### src/hw/rtl/srfr_pkg.sv
// Shared types and constants for the sensor reply frame receiver.
// No dependencies; imported by every module of the block.
package srfr_pkg;

    localparam int unsigned MAX_PACKAGE_LENGTH = 128;

    localparam logic [7:0] HDR_START  = 8'hEF;
    localparam logic [7:0] HDR_SECOND = 8'h01;
    localparam logic [7:0] HDR_ADDR   = 8'hFF;

    // Byte positions within a frame, counted from 1.
    localparam logic [7:0] POS_HDR_LAST  = 8'd6;
    localparam logic [7:0] POS_PID       = 8'd7;
    localparam logic [7:0] POS_LEN_HIGH  = 8'd8;
    localparam logic [7:0] POS_LEN_LOW   = 8'd9;
    localparam logic [7:0] POS_CONFIRM   = 8'd10;
    localparam logic [7:0] POS_PARAM_0   = 8'd11;
    localparam logic [8:0] PARAM_END_OFS = 9'd7;
    localparam logic [8:0] CSUM_HI_OFS   = 9'd8;
    localparam logic [7:0] MIN_LEN       = 8'd3;
    localparam logic [7:0] MAX_LEN       = 8'(MAX_PACKAGE_LENGTH);
    localparam logic [7:0] MAX_POSITION  = 8'(MAX_PACKAGE_LENGTH + 9);

    typedef enum logic {
        KIND_PARAM  = 1'b0,
        KIND_FINISH = 1'b1
    } t_kind;

    typedef struct packed {
        t_kind       kind;
        logic [7:0]  data;
        logic [6:0]  index;
        logic        csum_ok;
        logic        len_err;
        logic [7:0]  plen;
    } t_result;

endpackage

### src/hw/rtl/sensor_reply_frame_receiver.sv
// Top level of the sensor reply frame receiver: input byte register,
// parser and output queue. Depends on srfr_pkg, srfr_parser, srfr_out_buf.

// Takes one received byte per transfer on the slave stream and checks the
// reply header EF 01 FF FF FF FF, dropping any mismatching byte. Each parameter
// byte comes out as a kind 0 result; the closing checksum byte, or a declared
// length that is nonzero in its high byte, below 3 or above 128, gives a kind 1
// result. Throughput is one byte per clock cycle, held as long as the master
// side takes results; a byte's result passes the input register, then the
// parser's single pass into the two-entry result queue, before it is offered
// on the master side. s_axis_tready is high while the input register is empty
// or the queue has room, so a byte is taken while a finished result still
// waits on the master side as long as the queue is not full.
module sensor_reply_frame_receiver (
    input  logic        i_clk,
    input  logic        i_rst_n,
    input  logic        s_axis_tvalid,
    output logic        s_axis_tready,
    input  logic [7:0]  s_axis_tdata,   // [7:0] rx_byte
    output logic        m_axis_tvalid,
    input  logic        m_axis_tready,
    output logic [31:0] m_axis_tdata,   // [7:0] data_byte, [14:8] param_index,
                                        // [15] checksum_ok, [16] length_error,
                                        // [24:17] package_length, rest zero
    output logic        m_axis_tuser    // [0] result_kind
);
    import srfr_pkg::*;

    logic       r_in_valid;
    logic [7:0] r_in_byte;
    logic       can_take;
    logic       fire;
    logic       res_valid;
    t_result    res;
    t_result    out_res;

    assign fire          = r_in_valid && can_take;
    assign s_axis_tready = !r_in_valid || can_take;

    always_ff @(posedge i_clk) begin
        if (s_axis_tvalid && s_axis_tready) begin
            r_in_byte <= s_axis_tdata;
        end
    end

    always_ff @(posedge i_clk) begin
        if (!i_rst_n) begin
            r_in_valid <= 1'b0;
        end else if (s_axis_tvalid && s_axis_tready) begin
            r_in_valid <= 1'b1;
        end else if (fire) begin
            r_in_valid <= 1'b0;
        end
    end

    srfr_parser u_parser (
        .i_clk       (i_clk),
        .i_rst_n     (i_rst_n),
        .i_fire      (fire),
        .i_byte      (r_in_byte),
        .o_res_valid (res_valid),
        .o_res       (res)
    );

    srfr_out_buf u_out_buf (
        .i_clk      (i_clk),
        .i_rst_n    (i_rst_n),
        .i_valid    (res_valid),
        .i_res      (res),
        .o_can_take (can_take),
        .o_valid    (m_axis_tvalid),
        .i_ready    (m_axis_tready),
        .o_res      (out_res)
    );

    assign m_axis_tdata = {7'd0, out_res.plen, out_res.len_err, out_res.csum_ok,
                           out_res.index, out_res.data};
    assign m_axis_tuser = out_res.kind;

endmodule

### src/hw/rtl/srfr_parser.sv
// Frame parser: header match, length check, running sum and result build.
// Depends on srfr_pkg. State advances on each processed byte.
module srfr_parser (
    input  logic             i_clk,
    input  logic             i_rst_n,
    input  logic             i_fire,
    input  logic [7:0]       i_byte,
    output logic             o_res_valid,
    output srfr_pkg::t_result o_res
);
    import srfr_pkg::*;

    logic [7:0]  r_byte_position, n_byte_position;
    logic [7:0]  r_len_high, n_len_high;
    logic [7:0]  r_decl_len, n_decl_len;
    logic [15:0] r_sum, n_sum;
    logic [7:0]  r_confirm, n_confirm;
    logic [7:0]  r_csum_high, n_csum_high;

    logic [7:0]  pos;
    logic [8:0]  pos_w;
    logic [7:0]  want;
    logic [15:0] sum_add;
    logic [15:0] csum_got;
    logic [6:0]  param_ofs;

    assign pos       = r_byte_position + 8'd1;
    assign pos_w     = {1'b0, pos};
    assign sum_add   = r_sum + {8'd0, i_byte};
    assign csum_got  = {r_csum_high, i_byte};
    assign param_ofs = 7'(pos - POS_PARAM_0);

    always_comb begin
        want = HDR_ADDR;
        if (pos == 8'd1) begin
            want = HDR_START;
        end else if (pos == 8'd2) begin
            want = HDR_SECOND;
        end
    end

    always_comb begin
        n_byte_position = r_byte_position;
        n_len_high      = r_len_high;
        n_decl_len      = r_decl_len;
        n_sum           = r_sum;
        n_confirm       = r_confirm;
        n_csum_high     = r_csum_high;
        o_res_valid     = 1'b0;
        o_res           = '0;
        o_res.kind      = KIND_PARAM;
        o_res.plen      = r_decl_len;

        if (i_fire) begin
            if (pos <= POS_HDR_LAST) begin
                // mismatching byte is dropped, not retried as a frame start
                n_byte_position = (i_byte == want) ? pos : 8'd0;
            end else if (pos == POS_PID) begin
                n_sum           = {8'd0, i_byte};
                n_byte_position = pos;
            end else if (pos == POS_LEN_HIGH) begin
                n_len_high      = i_byte;
                n_sum           = sum_add;
                n_byte_position = pos;
            end else if (pos == POS_LEN_LOW) begin
                n_decl_len      = i_byte;
                n_sum           = sum_add;
                o_res.plen      = i_byte;
                if (r_len_high != 8'd0 || i_byte < MIN_LEN || i_byte > MAX_LEN) begin
                    o_res_valid     = 1'b1;
                    o_res.kind      = KIND_FINISH;
                    o_res.len_err   = 1'b1;
                    n_byte_position = 8'd0;
                end else begin
                    n_byte_position = pos;
                end
            end else if (pos == POS_CONFIRM) begin
                n_confirm       = i_byte;
                n_sum           = sum_add;
                n_byte_position = pos;
            end else if (pos_w <= PARAM_END_OFS + {1'b0, r_decl_len}) begin
                n_sum           = sum_add;
                n_byte_position = pos;
                o_res_valid     = 1'b1;
                o_res.data      = i_byte;
                o_res.index     = param_ofs;
            end else if (pos_w == CSUM_HI_OFS + {1'b0, r_decl_len}) begin
                n_csum_high     = i_byte;
                n_byte_position = pos;
            end else begin
                // closing checksum byte
                o_res_valid     = 1'b1;
                o_res.kind      = KIND_FINISH;
                o_res.data      = r_confirm;
                o_res.csum_ok   = (csum_got == r_sum);
                n_byte_position = 8'd0;
            end
        end
    end

    always_ff @(posedge i_clk) begin
        if (!i_rst_n) begin
            r_byte_position <= 8'd0;
            r_len_high      <= 8'd0;
            r_decl_len      <= 8'd0;
            r_sum           <= 16'd0;
            r_confirm       <= 8'd0;
            r_csum_high     <= 8'd0;
        end else begin
            r_byte_position <= n_byte_position;
            r_len_high      <= n_len_high;
            r_decl_len      <= n_decl_len;
            r_sum           <= n_sum;
            r_confirm       <= n_confirm;
            r_csum_high     <= n_csum_high;
        end
    end

`ifndef SYNTHESIS
    a_pos_bound: assert property (@(posedge i_clk) disable iff (!i_rst_n)
        r_byte_position <= MAX_POSITION)
        else $error("frame position past longest frame");

    a_finish_restarts: assert property (@(posedge i_clk) disable iff (!i_rst_n)
        (i_fire && o_res_valid && o_res.kind == KIND_FINISH) |=> (r_byte_position == 8'd0))
        else $error("frame not restarted after finish");

    a_param_in_payload: assert property (@(posedge i_clk) disable iff (!i_rst_n)
        (o_res_valid && o_res.kind == KIND_PARAM) |->
        (r_byte_position >= POS_CONFIRM && !o_res.len_err && !o_res.csum_ok))
        else $error("parameter byte outside payload");

    a_len_err_at_len: assert property (@(posedge i_clk) disable iff (!i_rst_n)
        (o_res_valid && o_res.len_err) |-> (pos == POS_LEN_LOW))
        else $error("length error away from length byte");
`endif

endmodule

### src/hw/rtl/srfr_out_buf.sv
// Two-entry result queue in front of the output stream.
// Depends on srfr_pkg for the result type.
module srfr_out_buf (
    input  logic              i_clk,
    input  logic              i_rst_n,
    input  logic              i_valid,
    input  srfr_pkg::t_result i_res,
    output logic              o_can_take,
    output logic              o_valid,
    input  logic              i_ready,
    output srfr_pkg::t_result o_res
);
    import srfr_pkg::*;

    t_result    r_mem [2];
    logic       r_wr_ptr;
    logic       r_rd_ptr;
    logic [1:0] r_count, n_count;
    logic       wr_en;
    logic       rd_en;

    assign o_can_take = (r_count != 2'd2);
    assign o_valid    = (r_count != 2'd0);
    assign o_res      = r_mem[r_rd_ptr];
    assign wr_en      = i_valid && o_can_take;
    assign rd_en      = o_valid && i_ready;

    always_comb begin
        n_count = r_count;
        if (wr_en && !rd_en) begin
            n_count = r_count + 2'd1;
        end else if (rd_en && !wr_en) begin
            n_count = r_count - 2'd1;
        end
    end

    always_ff @(posedge i_clk) begin
        if (wr_en) begin
            r_mem[r_wr_ptr] <= i_res;
        end
    end

    always_ff @(posedge i_clk) begin
        if (!i_rst_n) begin
            r_wr_ptr <= 1'b0;
            r_rd_ptr <= 1'b0;
            r_count  <= 2'd0;
        end else begin
            if (wr_en) begin
                r_wr_ptr <= ~r_wr_ptr;
            end
            if (rd_en) begin
                r_rd_ptr <= ~r_rd_ptr;
            end
            r_count <= n_count;
        end
    end

`ifndef SYNTHESIS
    a_count_bound: assert property (@(posedge i_clk) disable iff (!i_rst_n)
        r_count <= 2'd2)
        else $error("result queue overfilled");

    a_ptr_count: assert property (@(posedge i_clk) disable iff (!i_rst_n)
        (r_count == 2'd1) == (r_wr_ptr != r_rd_ptr))
        else $error("queue pointers disagree with count");

    a_no_drop: assert property (@(posedge i_clk) disable iff (!i_rst_n)
        (i_valid && !o_can_take) |-> 1'b0)
        else $error("result offered to full queue");
`endif

endmodule
### config.mk
export PLATFORM = sky130hd
export DESIGN_NAME = sensor_reply_frame_receiver
export DESIGN_NICKNAME = d
export VERILOG_FILES = /design/src/hw/rtl/srfr_pkg.sv /design/src/hw/rtl/sensor_reply_frame_receiver.sv /design/src/hw/rtl/srfr_parser.sv /design/src/hw/rtl/srfr_out_buf.sv
export SDC_FILE = /design/constraint.sdc
export NUM_CORES = 1
export LEC_CHECK = 0
export BUFFER_PORTS_ARGS = -buffer_cell sky130_fd_sc_hd__buf_2
export CAP_MARGIN = 10
export CORE_MARGIN = 1.5
export CORE_UTILIZATION = 50
export DETAILED_ROUTE_END_ITERATION = 7
export PLACE_DENSITY = 0.68
export SLEW_MARGIN = 25
export SYNTH_ARGS = -nofsm -noshare
export SYNTH_HDL_FRONTEND = slang
export SYNTH_SLANG_ARGS = --single-unit
### constraint.sdc
create_clock -name i_clk -period 6.2 [get_ports i_clk]
set_input_delay 0.31 -clock i_clk [delete_from_list [all_inputs] [get_ports i_clk]]
set_output_delay 0.31 -clock i_clk [all_outputs]
set_load 0.01 [all_outputs]
=== Yosys cells after proc, flatten, opt, wreduce, memory -nomap -nowiden ===
Memories as Yosys holds them, arrays and structs flattened. A register that Yosys moved wholly into a read port is not among the register bits.
Index checks and enable logic that the tools add are counted.

* Input port bits: 12
* Word-level logic and storage cells: 110
* Memory bits (read-only): 0
* Register bits: 69
* Output and inout bits: 35
* Latch bits: 0
* Memory bits (writable): 52
* Memories kept: 1

* Divide/modulo/power cells: 0
* Mux-type cells: 47
* Magnitude comparators: 4
* $mul: 0
* Equal/unequal tests: 10
* $add $sub $neg: 7
* Shifts and indexed selects: 0
* Bitwise gates (word level): 8
* Reduce and logical (&&, ||, !) cells: 22

{| class="wikitable"
|+ Memories
! name !! words !! width !! rd ports !! clocked after memory_dff !! write ports !! RTL line !! text
|-
| u_out_buf.r_mem || 2 || 26 || 1 || 1 || 1 || srfr_out_buf.sv:15 || <nowiki>t_result r_mem [2];</nowiki>
|}

{| class="wikitable"
|+ Operators by type and width
! cell !! count
|-
| 26-bit two-way mux || 4
|-
| 16-bit two-way mux || 6
|-
| 8-bit two-way mux || 12
|-
| 8-bit by 4-bit equality test with 1-bit output (second input constant) || 3
|-
| 1-bit two-way mux || 19
|-
| 9-bit two-way mux || 2
|-
| 17-bit two-way mux || 1
|-
| 16-bit by 8-bit adder with 16-bit output || 1
|-
| 16-bit equality test || 1
|-
| 3-bit by 8-bit adder with 9-bit output (first input constant) || 1
|-
| 4-bit by 8-bit adder with 9-bit output (first input constant) || 1
|-
| 8-bit by 9-bit equality test with 1-bit output || 1
|-
| 8-bit by 9-bit less-or-equal comparator with 1-bit output || 1
|-
| 8-bit by 1-bit adder with 8-bit output (second input constant) || 1
|-
| 8-bit by 1-bit equality test with 1-bit output (second input constant) || 1
|-
| 8-bit by 2-bit equality test with 1-bit output (second input constant) || 1
|-
| 8-bit by 3-bit equality test with 1-bit output (second input constant) || 1
|-
| 8-bit equality test || 1
|-
| 8-bit > comparator (second input constant) || 1
|-
| 8-bit by 3-bit less-or-equal comparator with 1-bit output (second input constant) || 1
|-
| 8-bit by 2-bit less-than comparator with 1-bit output (second input constant) || 1
|-
| 1-bit NOT || 8
|-
| 8-bit AND reduction || 1
|-
| 8-bit nonzero test || 1
|-
| 15 further kinds || 27
|}

=== Longest topological paths before layout ===
* Depth after elaboration: 15
* Mapped depth: 15
* Depth with buffers taken out: 15

=== Modules after synthesis ===
From an unflattened synthesis, not the netlist that was laid out.

* Cells, all modules: 645
* Area total of the unflattened synthesis: 6,690.2 sq um

{| class="wikitable"
|+ By module, submodules not included
! module !! area each (sq um) !! cells each !! instances !! seq. area each (sq um)
|-
| srfr_parser || 4,216.5 || 518 || 1 || 1,121.1
|-
| srfr_out_buf || 2,112.0 || 105 || 1 || 1,661.6
|-
| sensor_reply_frame_receiver || 361.6 || 22 || 1 || 260.2
|}

=== Worst setup path before layout ===
Ideal clock, no wire load.

* Path type: reg2reg
* Start point: reg u_parser.r_byte_position[0]
* End point: mem u_out_buf.r_mem[0][0] (netlist bit) (enable)
* Stages on the path, launching flop included: 13
* Period minus slack after synthesis: 4.606 ns
* Library setup time: 0.412 ns
* Arrival: 4.194 ns
* Required time: 5.788 ns
* Slack: 1.594 ns
* Path buffers: 0
* Path through: dfxtp_1 > ha_1 > nand2_1 > or3_1 > nand2_1 > ha_1 > a21o_1 > a21o_1 > a2111oi_0 > a311oi_1 > a21o_1 > a221oi_2 > nor2b_1

* Longest elaborated chain between the ends: 13
* Elaborated cells on any way between the ends: 19
* Those cells by class: 1 x add/sub; 2 x order compare; 5 x eq/ne; 10 x mux; 1 x reduce/logical

{| class="wikitable"
|+ RTL lines
! element !! RTL line !! text
|-
| from (decl) || srfr_parser.sv:13 || <nowiki>logic [7:0] r_byte_position, n_byte_position;</nowiki>
|-
| from (signal assigned) || srfr_parser.sv:110 || <nowiki>r_byte_position <= n_byte_position;</nowiki>
|-
| 8-bit by 1-bit adder with 8-bit output (*) || srfr_parser.sv:27 || <nowiki>assign pos = r_byte_position + 8'd1;</nowiki>
|-
| parallel branches: the longest is 7 deep, another holds 8-bit by 9-bit less-or-equal comparator with 1-bit output || -- ||
|-
| 1-bit two-way mux (*) || srfr_parser.sv:55 || <nowiki>if (pos <= POS_HDR_LAST) begin</nowiki>
|-
| 1-bit two-way mux (*) || srfr_parser.sv:54 || <nowiki>if (i_fire) begin</nowiki>
|-
| 1-bit logical AND (*) || srfr_out_buf.sv:25 || <nowiki>assign wr_en = i_valid && o_can_take;</nowiki>
|-
| 1-bit two-way mux (*) || srfr_out_buf.sv:38 || <nowiki>if (wr_en) begin</nowiki>
|-
| 1-bit two-way mux (not written as such) (*) || srfr_out_buf.sv:39 || <nowiki>r_mem[r_wr_ptr] <= i_res;</nowiki>
|-
| to (decl) || srfr_out_buf.sv:15 ||
|}

Every way passes the cells marked *.

=== Worst setup path in the final report ===
* Start point: reg u_parser.r_byte_position[0]
* End point: reg u_parser.r_sum[11]

* Longest elaborated chain between the ends: 6
* Elaborated cells on any way between the ends: 14
* Those cells by class: 1 x add/sub; 2 x order compare; 4 x eq/ne; 4 x mux; 1 x bitwise; 2 x reduce/logical

{| class="wikitable"
|+ RTL lines
! element !! RTL line !! text
|-
| 8-bit by 1-bit adder with 8-bit output (*) || srfr_parser.sv:27 ||
|-
| parallel branches: the longest is 5 deep, another holds 8-bit by 9-bit less-or-equal comparator with 1-bit output || -- ||
|-
| to (signal assigned) || srfr_parser.sv:113 || <nowiki>r_sum <= n_sum;</nowiki>
|-
| to (decl) || srfr_parser.sv:16 || <nowiki>logic [15:0] r_sum, n_sum;</nowiki>
|}

Marked as above.
A chain may end at the register's enable or synchronous reset.

==> results.tsv <==
stage	metric	value	unit
worst_setup_path	cp_max_fo	22	
synthesis	synth_largest_area_cell	edfxtp_1	
clock_tree	post_cts_resized	0	
clock_tree	clk_latency	0.42	ns
synthesis	muxShareOfSynthArea	10.39	%
timing	relSlewSlack	39.10	%
grt	grt_first_pass_wirelength	22.10	mm
final_layout	num-nets-final	667	
final_layout	drive_gt1_share	19.78	%
synthesis	syn_inst	597	
timing	report.final.slew_viol_count	0	
clock_tree	clock_sinks	122	
final_layout	area_delta_synth_final	14.40	%
floorplanning	pin_count	47	
clock_tree	htree_levels	4	
floorplanning	die_y	116.5	um
timing	fmax	222.6	MHz
floorplanning	rows	41	
power_and_ir_drop	vdd.ir_drop.worst	0.1606	mV
synthesis	synth_top_area_share	27.98	%
floorplanning	start_util	51.24	%
final_layout	fill_cells	1031	
routing	wl_per_cell	16.84	um
clock_tree	cts_root_buf	clkbuf_16	
routing	via_per_inst	5.522	
power_and_ir_drop	power_density	277.6	mW/mm2
grt	antenna_found_initial	0	
power_and_ir_drop	clockPowerShare	52.0	%
synthesis	synthSimpleGateAreaFrac	16.40	%
grt	use_met1	28.14	%
grt	grt_pass1_vias	4422	
routing	vias	4495	
routing	antenna_left	0	
clock_tree	clk_pin_slew	0.06	ns
power_and_ir_drop	power_frac_seq	43.1	%
grt	gr-usage-met3	4.826	%
power_and_ir_drop	p_comb_share	4.9	%
grt	grt_overflow	0	
placed_design	dp_hpwl	9.592	mm
synthesis	ys_seq_elements	122	
timing	setup_viol	0	
floorplanning	fp.coreArea	0.01257	mm2
timing	skew	0.009442	ns
floorplanning	dieWidth	116.5	um
clock_tree	cts_tree	done	
clock_tree	cts_setup_buffers	0	
power_and_ir_drop	p_sw	0.4635	mW
power_and_ir_drop	total_power	2.045	mW
worst_setup_path	arrival	4.80	ns
worst_setup_path	setup.worst_path.class	reg -> reg	
placed_design	io_buffers	39	
timing	min_period	4.493	ns
flow_run	cap_violations	0	
floorplanning	die_area	0.01357	mm2
clock_tree	cts_buffer_depth	2	
clock_tree	numCtsBuffers	17	
synthesis	synth_top_family_by_area	simple AND/OR/NAND/NOR gates	
timing	tns	0	ns
final_layout	seq_area	0.003044	mm2
routing	drt-total-wl	13.71	mm
final_layout	antenna_cells	0	
timing	hold_viol_final	0	
synthesis	syn_avg_cell_area	10.79	um2
worst_setup_path	start_kind	register	
synthesis	synth_compound_area_share	9.812	%
synthesis	yosysSeqAreaShare	47.25	%
timing	worst_pin_slew	0.9065	ns
timing	rsz0062_at_grt	no	
synthesis	syn_area	0.006440	mm2
worst_setup_path	cp-end-kind	register	
synthesis	ys_types	70	
placed_design	pre_cts_ws	1.719	ns
power_and_ir_drop	intPower	1.581	mW
routing	dr.pass1.iters	5	
synthesis	synth_xor_area_share	7.092	%
synthesis	yosys_warnings	0	
power_and_ir_drop	p_sw_share	22.67	%
routing	drc	0	
synthesis	synthArstFlopShare	0	%
power_and_ir_drop	p_leak	2.746	nW
synthesis	synth_edf_count	60	
min_path	hold_path_class	in -> reg	
timing	layout_setup_ws	1.707	ns
synthesis	netlist_top_cells_area	edfxtp_1 28%, dfxtp_1 19%, ha_1 4.9%	
grt	grtUsageTotal	21.66	%
grt	grt.met2_usage	34.47	%
clock_tree	ctsHoldBuffers	0	
placed_design	dp.cells	782	
synthesis	synth-adder-area-share	5.168	%
final_layout	final_cells	814	
grt	grt_max_degree	42	
final_layout	multi_input_area	0.003176	mm2
grt	busiest_layer	met2	
routing	drt_iter0_drc	314	
placed_design	place_congestion	0.9166	
worst_setup_path	critical_path_required	6.51	ns
timing	period_share	72.46	%
synthesis	synth-main-ff-cell	dfxtp_1	
run_status	status	completed	
critical path, stage by stage, from the launching register on:
cell,delay [ns]
dfxtp_1,0.51
ha_1,0.32
xor2_1,0.70
ha_1,0.38
a21o_1,0.16
a21o_1,0.16
a2111oi_0,0.57
a311o_1,0.38
o311a_2,0.51
nor3b_2,0.35
a211oi_1,0.13
a31o_1,0.22
routing by layer:
| layer | vias up | part of all wire [%] |
|---|---|---|
| li1 | 2207 | - |
| met1 | 2152 | 46 |
| met2 | 109 | 47 |
| met3 | 27 | 4.8 |
| met4 | 0 | 2.7 |
| met5 | - | 0 |
layout by cell type, fill, tap and decap left out, types with 8 or more instances in the layout:
master / n
a21o_1: 11
a21oi_1: 20
and2_1: 14
buf_2: 39
clkbuf_16: 17
dfxtp_1: 61
edfxtp_1: 60
ha_1: 25
inv_1: 18
mux2_2: 27
mux2i_1: 26
nand2_1: 36
nand3_1: 17
nor2_1: 67
o21ai_0: 13
or3_1: 8
xnor2_1: 23
xor2_1: 15
cell type report:
cell class	count	area share (%)
clock buffer	17	5.774
clock inverter	15	2.904
inverter	20	1.019
multi-input combinational	426	43.10
sequential	122	41.32
tap	172	2.921
timing repair buffer	42	2.955
cells by family after synthesis:
| kind of cell | count (synthesis) |
|---|---|
| muxes | 60 |
| adders and majority gates | 26 |
| buffers and inverters | 55 |
| and+or+nand+nor | 197 |
| other | 1 |
| DFF | 122 |
| xor gates and xnor gates | 44 |
| AOI/OAI and AO/OA | 92 |
cell usage after synthesis (13+ instances only):
cell type,number
nand2_1,36
dfxtp_1,62
nand3_1,17
mux2i_1,26
clkbuf_1,20
o21ai_0,13
inv_1,18
a21oi_1,20
xor2_1,15
mux2_2,27
and2_1,14
nor2_1,67
edfxtp_1,60
xnor2_1,23
ha_1,25
final timing paths:
| kind | startpoint | endpoint | slack [ns] | depth (start not counted) |
|---|---|---|---|---|
| setup / recovery | u_parser.r_byte_position[0] | u_parser.r_sum[11] | 1.71 | 11 |
| hold / removal | s_axis_tdata[7] | r_in_byte[7] | 0.06 | 1 |
| setup reg to reg | u_parser.r_byte_position[0] | u_parser.r_sum[11] | 1.71 | 11 |
| hold reg to reg | u_parser.r_confirm[6] | u_parser.r_confirm[6] | 0.49 | 2 |
state kept, by name, summed over array words and instances, names as in the netlist, named ones only:
name / flops
r_in_byte: 8
u_parser.r_csum_high: 8
u_parser.r_decl_len: 8
u_parser.r_byte_position: 8
u_parser.r_sum: 16
r_in_valid: 1
u_parser.r_confirm: 8
u_out_buf.r_wr_ptr: 1
u_out_buf.r_rd_ptr: 1
u_out_buf.r_count: 2
u_parser.r_len_high: 8
u_out_buf.r_mem: 52
stage by stage:
stage | hold slack (ns) | area (um2) | utilization (%)
global route | 0.04183 | 7367 | 58.62
CTS | 0.04706 | 7367 | 58.62
finish | 0.06396 | 7367 | 58.62
global placement | 0.4727 | 6726 | 53.52
floorplan | 0.4089 | 6462 | -
detailed placement | 0.4822 | 6728 | 53.53
power by group through the flow:
stage / registers [mW] / clock network [mW] / logic (mW)
CTS: 0.882 / 1.08 / 0.102
floorplan: 0.872 / 0 / 0.0909
detailed placement: 0.898 / 0 / 0.101
global route: 0.884 / 1.11 / 0.111
global placement: 0.897 / 0 / 0.100
finish: 0.881 / 1.06 / 0.101
Note: power is estimated with default switching activity, not from simulation.
